## config.mk

```make
export PLATFORM = sky130hd
export DESIGN_NAME = mpq_cell
export DESIGN_NICKNAME = d
export VERILOG_FILES = /design/src/rtl/mpq_pkg.sv /design/src/rtl/mpq_cell.sv
export SDC_FILE = /design/constraint.sdc
export NUM_CORES = 1
export LEC_CHECK = 0
export BUFFER_PORTS_ARGS = -buffer_cell sky130_fd_sc_hd__buf_2
export CAP_MARGIN = 40
export CORE_UTILIZATION = 30
export CTS_BUF_LIST = sky130_fd_sc_hd__clkbuf_8
export DETAILED_ROUTE_END_ITERATION = 10
export GPL_TIMING_DRIVEN = 0
export HOLD_SLACK_MARGIN = 0.02
export SLEW_MARGIN = 20
export SYNTH_ARGS = -nofsm -noshare
export SYNTH_HDL_FRONTEND = slang
export SYNTH_SLANG_ARGS = --single-unit
export TNS_END_PERCENT = 1
```

## constraint.sdc

```tcl
create_clock -name clk_i -period 9 [get_ports clk_i]
set_clock_uncertainty 0.15 [all_clocks]
set_input_delay 2.7 -clock clk_i [delete_from_list [all_inputs] [get_ports clk_i]]
set_output_delay 2.7 -clock clk_i [all_outputs]
set_load 0.01 [all_outputs]
```

## src/rtl/mpq_pkg.sv

```systemverilog
package mpq_pkg;

  localparam int CAPACITY = 64;
  localparam int CNT_W    = $clog2(CAPACITY + 1);
  localparam int KEY_W    = 32;
  localparam int OCC_W    = 7;

  typedef enum logic [1:0] {
    FN_INSERT  = 2'd0,
    FN_FIND    = 2'd1,
    FN_EXTRACT = 2'd2
  } func_e;

  typedef enum logic [1:0] {
    ST_OK    = 2'd0,
    ST_EMPTY = 2'd1,
    ST_FULL  = 2'd2
  } status_e;

  localparam logic signed [KEY_W-1:0] EMPTY_KEY = '1;

  // Data a cell shows its neighbors.
  typedef struct packed {
    logic signed [KEY_W-1:0] key;
    logic                    vld;
    logic                    gt;   // new key sorts at or before this cell
  } mpq_link_t;

  // Command broadcast to every cell.
  typedef struct packed {
    logic                    ins;
    logic                    ext;
    logic signed [KEY_W-1:0] key;
  } mpq_cmd_t;

endpackage

```

## src/rtl/mpq_cell.sv

```systemverilog
module mpq_cell (
  input  logic               clk_i,
  input  logic               rst_ni,
  input  mpq_pkg::mpq_cmd_t  cmd_i,
  input  mpq_pkg::mpq_link_t prev_i,
  input  mpq_pkg::mpq_link_t next_i,
  output mpq_pkg::mpq_link_t link_o
);
  import mpq_pkg::*;

  logic signed [KEY_W-1:0] key_q, key_d;
  logic                    vld_q, vld_d;
  logic                    gt;

  assign gt = !vld_q || (cmd_i.key < key_q);

  always_comb begin
    key_d = key_q;
    vld_d = vld_q;
    if (cmd_i.ins && gt) begin
      if (prev_i.gt) begin
        // shift right: take the left neighbor's entry
        key_d = prev_i.key;
        vld_d = prev_i.vld;
      end else begin
        key_d = cmd_i.key;
        vld_d = 1'b1;
      end
    end else if (cmd_i.ext) begin
      key_d = next_i.key;
      vld_d = next_i.vld;
    end
  end

  always_ff @(posedge clk_i or negedge rst_ni) begin
    if (!rst_ni) begin
      vld_q <= 1'b0;
    end else begin
      vld_q <= vld_d;
    end
  end

  always_ff @(posedge clk_i) begin
    key_q <= key_d;
  end

  assign link_o = '{key: key_q, vld: vld_q, gt: gt};

endmodule

```

### After elaboration in Yosys (flattened, before gate mapping)

Index checks and enable logic that the tools add are counted.

* bits in registers: 33
* input port bits: 104
* output and inout port bits: 34
* word-level logic and storage cells: 13

* order comparisons: 1
* multiplexer cells: 6
* reductions and logical operators: 4

Operators by type and width (count)
* $mux W32: 3
* $lt A32 B32 Y1: 1
* $mux W1: 3
* $reduce_bool A2 Y1: 1
* $logic_and A1 B1 Y1: 1
* $logic_not A1 Y1: 1
* $logic_or A1 B1 Y1: 1

### Longest topological paths before layout

* word-level depth: 4
* gate-level depth with buffers: 9
* mapped depth without buffers: 8

### Least setup slack after synthesis

No wires, ideal clock.

* path kind: in2out
* start point: input cmd_i[31] (netlist bit)
* end point: output link_o[0] (netlist bit)
* arrival: 4.218 ns
* data required time: 6.150 ns
* path slack: 1.932 ns
* stages: 8
* path through: ha_1 -> nand4_1 -> nor4_2 -> nand2_1 -> o22ai_2 -> o21a_1 -> o21ai_0 -> buf_4

* cells in the longest elaborated chain, start to end: 2

RTL lines
* start, declared: line mpq_cell.sv:4 `input mpq_pkg::mpq_cmd_t cmd_i,`
* $lt A32 B32 Y1: line mpq_cell.sv:15 `assign gt = !vld_q || (cmd_i.key < key_q);`
* $logic_or A1 B1 Y1: line mpq_cell.sv:15
* end, declared: line mpq_cell.sv:7 `output mpq_pkg::mpq_link_t link_o`

No other way between the ends.

### Worst setup path in the final report

Ends and elaborated chain as after synthesis.

==> impl_results.md <==
* Post-synthesis cell type count at 30
* Mapped cell area at 2780 sq um
* Layout area overhead at 33.5%
* Final layout net count at 510
* Kind of critical path: in2out
* Worst EP required at 6.15 ns
* Ys Warns at 0
* Crit-path cells: buf_2 > ha_1 > nand4_1 > nor4_2 > nand2_1 > o22ai_2 > o21a_1 > o21ai_0 > buf_4 > buf_2
* Vias in the first global route at 2292
* Global route overflow at 0
* Worst setup SP type: input port
* Reg area at 986 sq um
* CTS Hold Bufs at 0
* Hold_sp: vld_q
* CP arrival at 4.73 ns
* Worst R2R End: key_q[13]
* PortBufs at 135
* Worst path bufs/invs at 3
* CP max-delay cell: nor4_2
* H-Tree Depth at 2
* CP max FO at 6
* Slew margin rel. at 0.564
* Largest net degree at the start of global routing at 33
* Worst setup EP type: output pin
* Flops & latches, synth at 33
* Crit path largest cell delay at 0.45 ns
* Routed WL at 6.71 mm
* Initial antenna violation count at 0
* Drt wl/cell at 13.9 um
* First drt pass iteration count at 7
* Max Root-Sink Buffers at 2
* Floorplan die width at 98.3 um
* Vias per cell at 4.67
* F_max at 132 MHz
* DR DRC count at 10
* Die Ht at 98.3 um
* Cells after Synth at 232
* Antenna diodes at 0
* Leak at 1.86 nW
* Status: complete, but fails checks
* Failing checks: design-rule violations
* Commonest non-fill, non-tap cell in the layout: buf_2
* Cell family with most CP delay: simple AND/OR/NAND/NOR gates
* Min Tclk post-route at 7.58 ns
* Max-slew violation count at 0
* Layout cells sized above 1 at 0.582
* Area of the multi-input gates at 1600 sq um
* Starting Density at 0.314
* CTS clk-pin slew, worst paths at 0.07 ns
* First-pass GRT wire length at 10.9 mm
* Fin. Hold Viols at 0
* Syn_nets at 367
* Site Rows at 34
* Mapped Avg Cell Area at 12.0 sq um
* # fillers at 895
* Reg-to-reg slack, setup at 5.65 ns
* Clock latency on the worst-skew pair at 0.28 ns
* GRT Overall Usage at 0.142
* R2R cell count at 10
* RSZ-0062 raised after global routing: false
* CTS tree: done
* Io pins at 138
* DR iter-0 viols at 44
* Final Cycle Share at 0.842
* Max-Cap Viols at 0
* Tightest Pin Transition at 0.652 ns
* Peak supply drop at 0.0678 mV
* Core Region at 8850 sq um
* Clock sink count at 33
* DP HPWL at 5.42 mm
* Vias post-DR at 2262
* Final Setup Violations at 0
* Worst hold path class: reg2reg
* Pwr dens at 239 nW/um^2
* Post-CTS Resized at 0
* Die area at 9660 sq um
* Dpl cell area at 3590 sq um
* Fin area at 3710 sq um
* Most frequent cells in the layout: buf_2, mux2_2, inv_1, edfxtp_1, ha_1
* Register area share after synthesis at 0.354
* Fin Setup TNS at 0 ns
* R2R Path Start: key_q[31]
* Hold Path End: vld_q
* Start point of the critical path: cmd_i[31]
* Routed Antenna Nets at 0
* Setup bufs post-CTS at 0
* Root Driver: clkbuf_8
* Total CTS buffers at 5
* CP dominant cell by count: buf_2
* Routability cong. at 0.698
* WHS Path Cells at 2
-- where the power goes --
| group | switching, W | total, W | internal (W) |
|---|---|---|---|
| Combinational | 0.000234 | 0.000479 | 0.000245 |
| Clock | 0.0000587 | 0.000128 | 0.0000693 |
| Sequential | 0.0000299 | 0.000281 | 0.000251 |
| Total | 0.000322 | 0.000887 | 0.000565 |
-- worst min-delay path, stage by stage, from the launching register on --
cell,delay [ns]
dfrtp_1,0.43
mux2i_1,0.10
mux2i_1,0.13
-- Yosys cell counts --
cell type,count,share of area
a21oi_1,14,0.025
or2_2,1,0.0023
mux2_4,28,0.15
dfrtp_1,1,0.0090
clkbuf_1,4,0.0054
nand2b_4,1,0.0049
buf_8,3,0.016
a311o_1,1,0.0036
a211oi_2,1,0.0045
o21a_1,1,0.0027
a221oi_1,1,0.0031
ha_1,31,0.14
and4_1,1,0.0031
nor2_1,3,0.0040
nor3_1,1,0.0018
nand2b_1,2,0.0045
buf_4,2,0.0054
o21ai_0,8,0.014
nand3_1,2,0.0036
o311ai_4,1,0.0094
nor4_2,1,0.0045
nand4_1,4,0.0090
mux2_2,36,0.15
nor2b_1,1,0.0023
nand2_1,14,0.019
a2111o_1,1,0.0040
o22ai_2,1,0.0045
inv_1,33,0.045
mux2i_1,2,0.0072
edfxtp_1,32,0.35
-- worst max path at each step --
stage | cells after the start | endpoint
after floorplan | 8 | link_o[0]
after global placement | 10 | link_o[0]
after detailed placement | 10 | link_o[0]
after CTS | 10 | link_o[0]
after global routing | 10 | link_o[0]
final | 10 | link_o[0]
-- cell families (layout without fill, tap and decap cells) --
kind of cell    after synthesis  after routing  synth area share
mux                          66             66             0.304
buf+inv                      42            186            0.0715
flops                        33             33             0.354
fa+ha+maj                    31             31             0.139
simple gates                 31             31            0.0589
compound gates               29             29            0.0715
-- sequential cells by signal, summed over array words and instances, names as in the netlist --
register / cells
vld_q: 1
key_q: 32
-- through the flow --
| stage | util | power, W | setup WS (ns) | hold slack [ns] | instances |
|---|---|---|---|---|---|
| 2_1_floorplan | - | 0.000615 | 1.93 | 0.407 | 232 |
| 3_3_place_gp | 0.406 | 0.000757 | 1.41 | 0.516 | 475 |
| 3_5_place_dp | 0.406 | 0.000767 | 1.38 | 0.557 | 475 |
| 4_1_cts | 0.417 | 0.000902 | 1.36 | 0.573 | 483 |
| 5_1_grt | 0.420 | 0.000960 | 1.17 | 0.601 | 484 |
| 6_report | 0.420 | 0.000887 | 1.42 | 0.553 | 484 |
-- routing by layer --
layer,vias to the layer above,global-route usage,part of all wire
met5,-,0,0
met4,0,0.0276,0.0077
met3,6,0.0415,0.082
met2,86,0.252,0.48
met1,1044,0.171,0.43
li1,1126,-,-
-- area by class of cell --
cell class / instances / area share
plain buffers: 9 / 0.0202
clock buffers: 7 / 0.0259
repair buffers: 136 / 0.187
multi-input cells: 157 / 0.430
well taps: 108 / 0.0364
inverters: 33 / 0.0334
flip-flops and latches: 33 / 0.265
clock inverters: 1 / 0.00135
No activity file was read; power rests on OpenSTA's default activity.
